### src/rmat_pkg.sv
`default_nettype none

package rmat_pkg;

   localparam logic OP_LOAD  = 1'b0;
   localparam logic OP_QUERY = 1'b1;

   typedef struct packed {
      logic        operation;
      logic [30:0] value_in;
      logic        load_end;
      logic [9:0]  range_low;
      logic [9:0]  range_high;
   } req_type;

   typedef struct packed {
      logic signed [31:0] max_value;
      logic [9:0]         max_position;
      logic               overflow;
   } rsp_type;

   typedef struct packed {
      logic [31:0] value;
      logic [9:0]  position;
   } node_type;

   localparam node_type PAD_NODE  = '{value: 32'hFFFF_FFFF, position: 10'd0};
   localparam node_type ZERO_NODE = '{value: 32'd0, position: 10'd0};

   typedef struct packed {
      logic capture;
      logic load_wr;
      logic qry_init;
      logic build_rd;
      logic build_wr;
      logic qry_rd;
      logic qry_cmb;
      logic emit;
   } cmd_type;

   typedef struct packed {
      logic is_query;
      logic load_end;
      logic build_last;
      logic q_empty;
      logic q_done;
   } stat_type;

endpackage

`default_nettype wire

### src/rmat_ctrl.sv
`default_nettype none

module rmat_ctrl (
   input  wire logic               clock,
   input  wire logic               reset,
   input  wire logic               start,
   output logic                    busy,
   input  wire rmat_pkg::stat_type stat,
   output rmat_pkg::cmd_type       cmd
);

   typedef enum logic [2:0] {
      S_IDLE,
      S_EXEC,
      S_BUILD_RD,
      S_BUILD_WR,
      S_QRY_RD,
      S_QRY_CMB,
      S_QRY_DONE
   } state_type;

   state_type state_ff;
   state_type state_in;
   logic      busy_ff;
   logic      busy_in;

   always_comb begin
      cmd      = '0;
      state_in = state_ff;
      unique case (state_ff)
         S_IDLE: begin
            if (start) begin
               cmd.capture = 1'b1;
               state_in    = S_EXEC;
            end
         end
         S_EXEC: begin
            if (stat.is_query) begin
               cmd.qry_init = 1'b1;
               state_in     = stat.q_empty ? S_QRY_DONE : S_QRY_RD;
            end else begin
               cmd.load_wr = 1'b1;
               state_in    = stat.load_end ? S_BUILD_RD : S_IDLE;
            end
         end
         S_BUILD_RD: begin
            cmd.build_rd = 1'b1;
            state_in     = S_BUILD_WR;
         end
         S_BUILD_WR: begin
            cmd.build_wr = 1'b1;
            state_in     = stat.build_last ? S_IDLE : S_BUILD_RD;
         end
         S_QRY_RD: begin
            cmd.qry_rd = 1'b1;
            state_in   = stat.q_done ? S_QRY_DONE : S_QRY_CMB;
         end
         S_QRY_CMB: begin
            cmd.qry_cmb = 1'b1;
            state_in    = S_QRY_RD;
         end
         S_QRY_DONE: begin
            cmd.emit = 1'b1;
            state_in = S_IDLE;
         end
         default: begin
            state_in = S_IDLE;
         end
      endcase
      busy_in = (state_in != S_IDLE);
   end

   always_ff @(posedge clock) begin
      if (reset) begin
         state_ff <= S_IDLE;
         busy_ff  <= 1'b0;
      end else begin
         state_ff <= state_in;
         busy_ff  <= busy_in;
      end
   end

   assign busy = busy_ff;

endmodule

`default_nettype wire

### config.mk
export PLATFORM = sky130hd
export DESIGN_NAME = rmat_ctrl
export DESIGN_NICKNAME = d
export VERILOG_FILES = /design/src/rmat_pkg.sv /design/src/rmat_ctrl.sv
export SDC_FILE = /design/constraint.sdc
export NUM_CORES = 1
export LEC_CHECK = 0
export BUFFER_PORTS_ARGS = -buffer_cell sky130_fd_sc_hd__clkbuf_2
export CAP_MARGIN = 25
export CORE_AREA = 2 2 39 41
export CTS_CLUSTER_DIAMETER = 120
export DETAILED_ROUTE_END_ITERATION = 10
export DIE_AREA = 0 0 41 43
export GPL_TIMING_DRIVEN = 0
export HOLD_SLACK_MARGIN = 0.12
export PLACE_DENSITY = 0.49
export SYNTH_ARGS = -nofsm -noshare
export SYNTH_HDL_FRONTEND = slang
export SYNTH_SLANG_ARGS = --single-unit
export TNS_END_PERCENT = 50
### constraint.sdc
create_clock -name clock -period 1.11 [get_ports clock]
set_input_delay 0 -clock clock [delete_from_list [all_inputs] [get_ports clock]]
set_output_delay 0 -clock clock [all_outputs]
set_load 0.02 [all_outputs]
== Word-level counts from Yosys, hierarchy flattened ==
Index checks and enable logic that the tools add are counted.

* Register bits: 4
* Output and inout port bits: 9
* Word-level logic and storage cells: 27

* Eq/ne operators: 6
* Multiplexer cells: 17
* Reduce and logical (&&, ||, !) cells: 2

{| class="wikitable"
|+ Operators with widths
! kind !! number
|-
| $pmux W3 S6 || 1
|-
| $mux W2 || 5
|-
| $eq A3 B3 Y1 const B || 3
|-
| $mux W1 || 9
|-
| $eq A3 B2 Y1 const B || 2
|-
| $mux W3 || 2
|-
| $eq A3 B1 Y1 const B || 1
|-
| $logic_not A3 Y1 || 1
|-
| $reduce_bool A3 Y1 || 1
|}

== Depth between registers and ports, before layout ==
Gate-level depths: netlist of run 1.

* Depth after elaboration: 4
* Mapped depth: 4
* Mapped depth without buffers: 3

== Least setup slack after synthesis of run 1 ==
OpenSTA, ideal clock, no wires.

* Path type: register to output
* Start: register state_ff[2]
* End: output cmd[7] (netlist bit)
* Arrival: 1.206 ns
* Required time: 1.110 ns
* Setup slack: -0.096 ns
* Cell stages (with the launch flop): 3
* Cell sequence: dfxtp_1 buf_6 nor4b_1

{| class="wikitable"
|+ RTL lines
! what !! RTL line !! text
|-
| from (decl) || rmat_ctrl.sv:22 || <nowiki>state_type state_ff;</nowiki>
|-
| from (signal assigned) || rmat_ctrl.sv:78 || <nowiki>state_ff <= state_in;</nowiki>
|-
| to (decl) || rmat_ctrl.sv:9 || <nowiki>output rmat_pkg::cmd_type cmd</nowiki>
|}

== Worst setup path in the final report of run 1 ==
* Start: register state_ff[0]
* End: register busy_ff (netlist: busy)

* Cells in the longest elaborated chain, start to end: 3
* Elaborated cells on any way between the ends: 9

{| class="wikitable"
|+ Ends and longest elaborated chain
! what !! RTL line !! text
|-
| $eq A3 B3 Y1 (tied with other cells) || rmat_ctrl.sv:30 || <nowiki>unique case (state_ff)</nowiki>
|-
| $pmux W3 S6 * || rmat_ctrl.sv:30 ||
|-
| $reduce_bool A3 Y1 * || rmat_ctrl.sv:70 || <nowiki>busy_in = (state_in != S_IDLE);</nowiki>
|-
| to (signal assigned) || rmat_ctrl.sv:79 || <nowiki>busy_ff <= busy_in;</nowiki>
|-
| to (decl) || rmat_ctrl.sv:24 || <nowiki>logic busy_ff;</nowiki>
|}

Mark *: on every way between the ends. The rest lies on a longest branch, timed or not.
A chain may end at the register's enable or synchronous reset.

==> results of run 1 <==
## report_power, final
group	switching, mW	internal [mW]
Clock	0.0585	0.121
Combinational	0.131	0.174
Sequential	0.00907	0.166
Total	0.198	0.461
## per-stage QoR
stage / area, sq um / worst slack [ns] / cells / hold slack, ns / utilization, %
2_1_floorplan: 328 / -0.000460 / 31 / 0.170 / -
3_3_place_gp: 428 / -0.0602 / 63 / 0.296 / 30.9
3_5_place_dp: 428 / -0.0633 / 63 / 0.297 / 30.9
4_1_cts: 563 / -0.0908 / 74 / 0.125 / 40.7
5_1_grt: 609 / -0.153 / 76 / 0.154 / 44.0
6_report: 609 / -0.0867 / 76 / 0.120 / 44.0
## cell families (layout without fill, tap and decap cells)
kind of cell,Yosys count,in the layout
multiplexers,1,1
AND/OR/NAND/NOR,16,16
flip-flops,4,4
AO/OA/AOI/OAI,6,6
buffers and inverters,4,33
## layout by cell type (no fill, tap or decap), drive strengths merged
cell,Yosys,routed
inv,1,1
o221ai,1,1
dlygate4sd3,0,2
and4bb,1,1
or2,1,1
a21o,1,1
nand2,1,1
nor3b,2,2
and2,2,2
buf,3,15
or3,1,1
dfxtp,4,4
o21ai,1,1
nor2,2,2
and3b,2,2
mux2,1,1
nor2b,1,1
a21oi,1,1
nor4b,1,1
a221oi,1,1
o31ai,1,1
clkbuf,0,15
and2b,2,2
## registers in the layout, indices dropped and copies added (netlist names)
register,cells
state_ff,3
busy,1
## path summary, 6_finish.rpt
check / from / slack (ns) / end / cells past startpoint
max: state_ff[0] / -0.09 / busy / 5
min: stat[0] / 0.12 / state_ff[0] / 4
max reg2reg: state_ff[0] / -0.09 / busy / 5
min reg2reg: state_ff[2] / 0.69 / state_ff[0] / 3
## metal layers
metal | track usage (%) | wire, um
met3 | 3.14 | 39
met4 | 6.00 | 0
met1 | 10.6 | 312
met5 | 0 | 0
met2 | 11.9 | 369
## tightest hold or removal path, delay by kind of cell
family | cells | cell delay (ns)
simple gates | 1 | 0.05
buf+inv | 1 | 0.09
compound gates | 2 | 0.17
## area by class of cell
class / instances / area [sq um] / share of cell area [%]
Clock buffer: 3 / 22.5 / 3.70
Buffer: 3 / 33.8 / 5.54
Timing Repair Buffer: 26 / 215 / 35.3
Multi-Input combinational cell: 23 / 230 / 37.8
Sequential cell: 4 / 83.8 / 13.8
Inverter: 1 / 3.75 / 0.616
Tap cell: 16 / 20.0 / 3.29
## repair_timing
item	in CTS	in global routing
hold buffers	2	0
endpoints found under the setup margin	7	12
setup buffers	6	2
pin swaps	4	2
gates resized for setup	11	13
endpoints found under the hold margin	3	0
gates cloned	0	0
==> results.yml, run 1 <==
floorplan:
  ios: 17
  initial_core_util_pct: 23.2
  row_count: 14
  die_h_um: 43
  core-area_sq_um: 1380
  dieArea_sq_um: 1760
  die_w_um: 41
status:
  outcome: "finished, violations left"
  violations: "setup timing"
route:
  drcViolationCount: 0
  drt-initial-drc-count: 2
  finalWirelength_um: 721
  first_pass_iters: 2
  wl_per_cell_um: 9.49
  detail_route.vias_per_cell: 4.28
  detailroute.via_count: 325
  antenna_left: 0
synthesis:
  synthAdderAreaFrac_pct: 0
  synth_area_leaders: "dfxtp_1 25%, a221oi_4 8.2%, buf_6 7.0%, nor3b_4 5.8%, and3b_1 5.4%"
  synth.mux.area_fraction_pct: 4.67
  synth_edf_count: 0
  synth_compound_area_share_pct: 20.6
  syn-num-nets: 39
  synth-xor-area-share_pct: 0
  postSynth.asyncResetShare_pct: 0
  yosysTopAreaCell: "dfxtp_1"
  yosys.area_share.simple_pct: 39.3
  synth_top_family_by_area: "simple AND/OR/NAND/NOR gates"
  synth_most_common_cell: "dfxtp_1"
  synth_cells: 31
  avgSynthCellArea_sq_um: 10.4
  synth_warnings: 0
  netlist_area_sq_um: 322
  synth_top_cell_area_share_pct: 24.9
  ys_ff_latch: 4
  synthTopCellsByCount: "4 x dfxtp_1, 2 x and3b_1, 2 x buf_6, 2 x nor2_1"
  yosysSeqAreaShare_pct: 24.9
  ys_types: 25
  ys.flop_type: "dfxtp_1"
setup_path:
  cpPeakStageDelay_ns: 0.31
  worst-setup-path-type: "reg2reg"
  worst_ep_arrival_time_ns: 1.31
  cp-start-kind: "flop"
  crit_path_end_kind: "flop"
  cp_num_buf_inv: 2
  worstPathRequired_ns: 1.22
  slowest_stage: "dfxtp_2"
  crit_path_max_fanout: 7
  cp_cell_sequence: "buf_6, nor3b_4, buf_4, a221oi_4, o221ai_2"
  cp_top_family: "compound AO/OA/AOI/OAI gates"
clock_tree:
  htreeDepth: 1
  clock-sinks: 4
  insertion_delay_ns: 0.23
  cts.path.max_buffers: 2
  root_buffer: "clkbuf_4"
  numCtsBuffers: 3
  clk_pin_slew_worst_paths_ns: 0.04
  cts_tree: "done"
global_routing:
  grt_pass1_wl_um: 1010
  grt_remaining_overflow: 0
  grt_max_degree: 11
  antenna_found_initial: 0
  grt_use_total_pct: 8.63
  grt_pass1_vias: 249
layout:
  synthToLayoutAreaGrowth_pct: 89.5
  drive_above_1_share_pct: 75.0
  fillers: 145
  nNetsFinal: 70
  n_antenna_cell: 0
power:
  p_leak_nw: 0.300
  power_mw: 0.659
  vdd_drop_max_mv: 0.618
  power.density_nw_per_um2: 1080
sta:
  report.final.hold_viol_count: 0
  drv_slew: 0
  fin_skew_ns: 0.00554
  period_needed_ns: 1.20
  layout_setup_ws_ns: -0.0867
  tightest_slew_ns: 0.374
  fmax_mhz: 836
  setup_tns_ns: -0.322
  setup_viol: 9
  rsz0062_at_grt: "true"
  fin_crit_sh_pct: 108
  relSlewSlack_pct: 74.9
place:
  io_buffers: 16
  dp.final_hpwl_um: 491
  gp_congestion: 0.673
min_path:
  hold_path_class: "in2reg"
run:
  drv_cap: 0
Power figures use the tool's default switching activity.
==> inputs of run 2 (changes only) <==
ABC_AREA = 1   (was not set)
PLACE_DENSITY = 0.44   (was 0.49)
==> run 2 against run 1 <==
The run now ends clean. Wire length fell by 6.8%. Sequential share of layout area rose by 5.5 points. Synthesized cell count rose by 42%. Largest power group unchanged.
==> results.yml, run 2 <==
route:
  finalWirelength_um: 672
  detailroute.via_count: 342
  drt-initial-drc-count: 0
  wl_per_cell_um: 8.20
  detail_route.vias_per_cell: 4.17
  first_pass_iters: 1
  drcViolationCount: 0
  antenna_left: 0
global_routing:
  antenna_found_initial: 0
  grt_remaining_overflow: 0
  grt_use_total_pct: 9.61
  grt_max_degree: 9
  grt_pass1_vias: 306
  grt_pass1_wl_um: 1100
power:
  p_seq_share_pct: 33.5
  p_switching_mw: 0.177
  p_comb_share_pct: 34.9
  clkPwrFrac_pct: 31.6
  swShare_pct: 32.5
  p_leak_nw: 0.261
  vdd_drop_max_mv: 0.448
  power.density_nw_per_um2: 1210
  power_mw: 0.544
  p_int_mw: 0.367
clock_tree:
  cts.path.max_buffers: 2
  insertion_delay_ns: 0.23
  cts_setup_buffers: 0
  cts_tree: "done"
  numCtsBuffers: 3
  root_buffer: "clkbuf_4"
  clock-sinks: 4
  clk_pin_slew_worst_paths_ns: 0.03
  htreeDepth: 1
layout:
  postLayoutCellArea_sq_um: 448
  n_antenna_cell: 0
  mostFrequentLayoutCell: "nand2_1"
  drive_above_1_share_pct: 43.9
  synthToLayoutAreaGrowth_pct: 74.6
  final_cell_mix: "12 x nand2_1, 11 x clkbuf_2, 7 x inv_1, 4 x nor2_1"
  largest-register: "state_ff"
  largest_reg_flops: 3
  nNetsFinal: 76
sta:
  tightest_slew_ns: 0.169
  report.final.hold_viol_count: 0
  period_needed_ns: 1.04
  layout_setup_ws_ns: 0.0689
  fmax_mhz: 961
  rsz0062_at_grt: "true"
  relSlewSlack_pct: 88.7
  setup_viol: 0
  fin_skew_ns: 0.000673
  fin_crit_sh_pct: 93.8
  drv_slew: 0
min_path:
  hold_start: "stat[2]"
  worstHoldPathCells: 6
  hold_path_class: "in2reg"
  min_to: "state_ff[1]"
synthesis:
  yosysSeqAreaShare_pct: 31.2
  synth_top_cell_area_share_pct: 31.2
  avgSynthCellArea_sq_um: 5.83
  yosysTopAreaCell: "dfxtp_1"
  synth_most_common_cell: "nand2_1"
  ys.flop_type: "dfxtp_1"
  synth_edf_count: 0
  synth_warnings: 0
  ys_ff_latch: 4
  synthTopCellsByCount: "12 x nand2_1, 7 x inv_1, 5 x nor2_1"
  netlist_area_sq_um: 256
  postSynth.asyncResetShare_pct: 0
  synth_cells: 44
  synth_area_leaders: "dfxtp_1 31%, nand2_1 18%, inv_1 10%, nor2_1 7.3%, nand4_1 4.9%"
  ys_types: 15
  syn-num-nets: 52
setup_path:
  ff2ff_path_depth: 6
  worstPathRequired_ns: 1.11
  reg2reg_to: "busy"
  r2r_slack_ns: 0.13
  r2r_start: "state_ff[0]"
  crit_path_max_fanout: 8
  cp-start-kind: "flop"
  worst-setup-path-type: "reg2out"
  worst_ep_arrival_time_ns: 1.04
  crit_path_end_kind: "output pin"
run:
  drv_cap: 0
floorplan:
  initial_core_util_pct: 18.5
  ios: 17
  row_count: 14
  core-area_sq_um: 1380
  die_h_um: 43
  die_w_um: 41
  dieArea_sq_um: 1760
status:
  outcome: "finished clean"
place:
  io_buffers: 16
  dp.final_hpwl_um: 559
  dp_slack_ns: 0.0496
  gp_congestion: 0.617
  place_area_sq_um: 357
## run 2: routing by layer
layer | track usage, % | vias to the layer above | wire (um)
li1 | - | 182 | -
met1 | 9.55 | 147 | 283
met2 | 14.1 | 11 | 310
met3 | 3.14 | 2 | 70
met4 | 10.0 | 0 | 8
met5 | 0 | - | 0
## run 2: logic make-up (layout without fill, tap and decap cells)
logic type	Yosys count	count (layout)	synth area share [%]
AO/OA/AOI/OAI	4	4	7.81
flip-flops	4	4	31.2
AND/OR/NAND/NOR	26	26	45.9
buffers and inverters	10	32	15.1
## run 2: worst max-delay path by stage
stage,startpoint,endpoint,slack [ns],cells after the start
after global routing,state_ff[0],cmd[5],-0.005,4
after floorplan,state_ff[0],busy,0.08,7
after detailed placement,state_ff[2],busy,0.05,5
after global placement,state_ff[1],busy,0.05,5
after CTS,state_ff[0],cmd[7],0.0009,4
final,state_ff[0],cmd[0],0.07,3
## run 2: stage by stage
stage               util, %  setup TNS (ns)  instances  hold slack (ns)
floorplan                 -               0         44           0.0691
CTS                    30.3               0         82            0.135
finish                 32.4               0         82            0.147
global placement       25.8               0         76            0.198
global route           32.4        -0.00529         82            0.177
detailed placement     25.8               0         76            0.197
## run 2: power by group through the flow
stage | combinational [mW] | clock [mW] | sequential [mW]
finish | 0.190 | 0.172 | 0.182
floorplan | 0.100 | 0 | 0.187
detailed placement | 0.162 | 0 | 0.181
global route | 0.214 | 0.207 | 0.186
global placement | 0.161 | 0 | 0.181
CTS | 0.176 | 0.182 | 0.181
## run 2: critical path, stage by stage (launching register included)
cell      delay, ns
dfxtp_2        0.30
buf_6          0.13
nor3_1         0.18
clkbuf_2       0.20
## run 2: cell type report
cell class / instances / area [sq um]
fill: 159 / 936
buffer: 1 / 11.3
sequential: 4 / 86.3
inverter: 9 / 33.8
timing repair buffer: 19 / 124
clock buffer: 3 / 22.5
multi-input combinational: 30 / 150
tap: 16 / 20.0
## run 2: timing repair
item                                    4_1_cts  5_1_grt
hold endpoints to repair                      4        0
hold buffers                                  3        0
resized for setup                             5       14
endpoints found under the setup margin        7        6
pin swaps                                     1        1
==> inputs of run 3 (changes only) <==
--- a/config.mk
+++ b/config.mk
@@ -17,2 +17,3 @@
 export PLACE_DENSITY = 0.44
+export SKIP_CTS_REPAIR_TIMING = 1
 export SYNTH_ARGS = -nofsm -noshare
==> constraint.sdc (replaced) <==
create_clock -name clock -period 1.11 [get_ports clock]
set_input_delay 0.333 -clock clock [delete_from_list [all_inputs] [get_ports clock]]
set_output_delay 0.333 -clock clock [all_outputs]
set_load 0.02 [all_outputs]
==> run 3 against run 2 <==
The flow now finishes with violations (setup timing). Global-route usage fell by 0.98 points. Design area increased by 1.1%. Largest power group unchanged. Clock skew barely moved. Combinational power is 4% higher. Non-clock buffer count fell by 2. Clock-buffer cell count stayed put. Flip-flop and latch count stayed put.
==> results.yml, run 3 (synthesized netlist as in run 2, its figures left out) <==
status:
  outcome: "finished, violations left"
  violations: "setup timing"
layout:
  postLayoutCellArea_sq_um: 453
  multiInputGateArea_sq_um: 160
  synthToLayoutAreaGrowth_pct: 76.6
  drive_above_1_share_pct: 50.0
  largest_reg_flops: 3
  nNetsFinal: 74
  final_cell_mix: "10 x nand2_1, 8 x clkbuf_2, 7 x inv_1, 7 x buf_4, 4 x nor2_1"
  fillers: 153
  n_antenna_cell: 0
  seqCellArea_sq_um: 87.6
  largest-register: "state_ff"
  mostFrequentLayoutCell: "nand2_1"
clock_tree:
  cts_tree: "done"
  htreeDepth: 1
  insertion_delay_ns: 0.23
  clk_pin_slew_worst_paths_ns: 0.04
  cts.path.max_buffers: 2
  numCtsBuffers: 3
  root_buffer: "clkbuf_4"
  clock-sinks: 4
sta:
  fin_crit_sh_pct: 123
  layout_setup_ws_ns: -0.256
  relSlewSlack_pct: 87.6
  fmax_mhz: 732
  report.final.hold_viol_count: 0
  drv_slew: 0
  fin_skew_ns: 0.000635
  tightest_slew_ns: 0.185
  holdWs_ns: 0.282
  rsz0062_at_grt: "true"
  setup_viol: 8
  period_needed_ns: 1.37
place:
  io_buffers: 16
  gp_congestion: 0.662
  dp.final_hpwl_um: 523
  place_area_sq_um: 367
global_routing:
  grt_max_degree: 9
  grt_use_total_pct: 8.63
  grt_pass1_vias: 252
  grt_remaining_overflow: 0
  grt_pass1_wl_um: 959
  antenna_found_initial: 0
setup_path:
  slowest_stage: "dfxtp_1"
  cp_num_buf_inv: 2
  worst-setup-path-type: "reg2out"
  crit_path_max_fanout: 8
  worstPathRequired_ns: 0.78
  cpPeakStageDelay_ns: 0.31
  cp-start-kind: "flop"
  crit_path_end_kind: "output pin"
  cp_top_family: "flip-flops"
  worst_ep_arrival_time_ns: 1.03
  r2r_slack_ns: 0.09
  cp_cell_sequence: "buf_6, nand2_2, nor3_2, buf_4"
floorplan:
  initial_core_util_pct: 18.5
  core-area_sq_um: 1380
  ios: 17
  dieArea_sq_um: 1760
  die_h_um: 43
  row_count: 14
  die_w_um: 41
route:
  detail_route.vias_per_cell: 4.16
  detailroute.via_count: 333
  drcViolationCount: 0
  wl_per_cell_um: 8.53
  first_pass_iters: 4
  finalWirelength_um: 682
  antenna_left: 0
  drt-initial-drc-count: 3
power:
  power_mw: 0.558
  p_leak_nw: 0.256
  vdd_drop_max_mv: 0.399
  power.density_nw_per_um2: 1230
run:
  drv_cap: 0
min_path:
  hold_path_class: "in2reg"
==> run 3: worst paths after layout <==
check / start / endpoint / cells after the start
setup / recovery: state_ff[0] / cmd[6] / 4
hold / removal: reset / state_ff[2] / 2
setup reg to reg: state_ff[2] / busy / 6
hold reg to reg: state_ff[2] / state_ff[2] / 2
==> run 3: metrics by stage <==
step / setup TNS (ns) / instances / util, % / setup WS (ns)
floorplan: -0.200 / 44 / - / -0.0505
global placement: -0.741 / 76 / 26.5 / -0.132
detailed placement: -0.788 / 76 / 26.5 / -0.136
CTS: -2.81 / 79 / 28.1 / -0.391
global route: -2.28 / 80 / 32.7 / -0.325
finish: -1.75 / 80 / 32.7 / -0.256
==> run 3: per-layer routing <==
metal	GRT usage, %	vias to the layer above	wire, um	part of all wire [%]
met3	4.71	2	74	11
met4	8.00	0	5	0.73
met2	10.3	15	309	45
met5	0	-	0	0
met1	10.3	138	293	43
li1	-	178	-	-
==> run 3: report_power, final <==
| part | internal, mW | switching, mW |
|---|---|---|
| clock network | 0.121 | 0.0574 |
| registers | 0.163 | 0.0198 |
| logic | 0.0852 | 0.112 |
| total | 0.369 | 0.189 |
==> run 3: layout make-up <==
cell class / count / share of cell area [%]
well taps: 16 / 4.42
multi-input cells: 30 / 35.4
clock buffers: 3 / 4.97
repair buffers: 17 / 25.4
inverters: 9 / 8.01
plain buffers: 1 / 2.49
flip-flops and latches: 4 / 19.3
==> run 3: worst register-to-register path, stage by stage, from the launching register on <==
cell and delay (ns):
dfxtp_4 0.38, inv_2 0.06, nand4_1 0.11, buf_4 0.13
nand2_1 0.05, o21ai_1 0.11, nand2_1 0.06
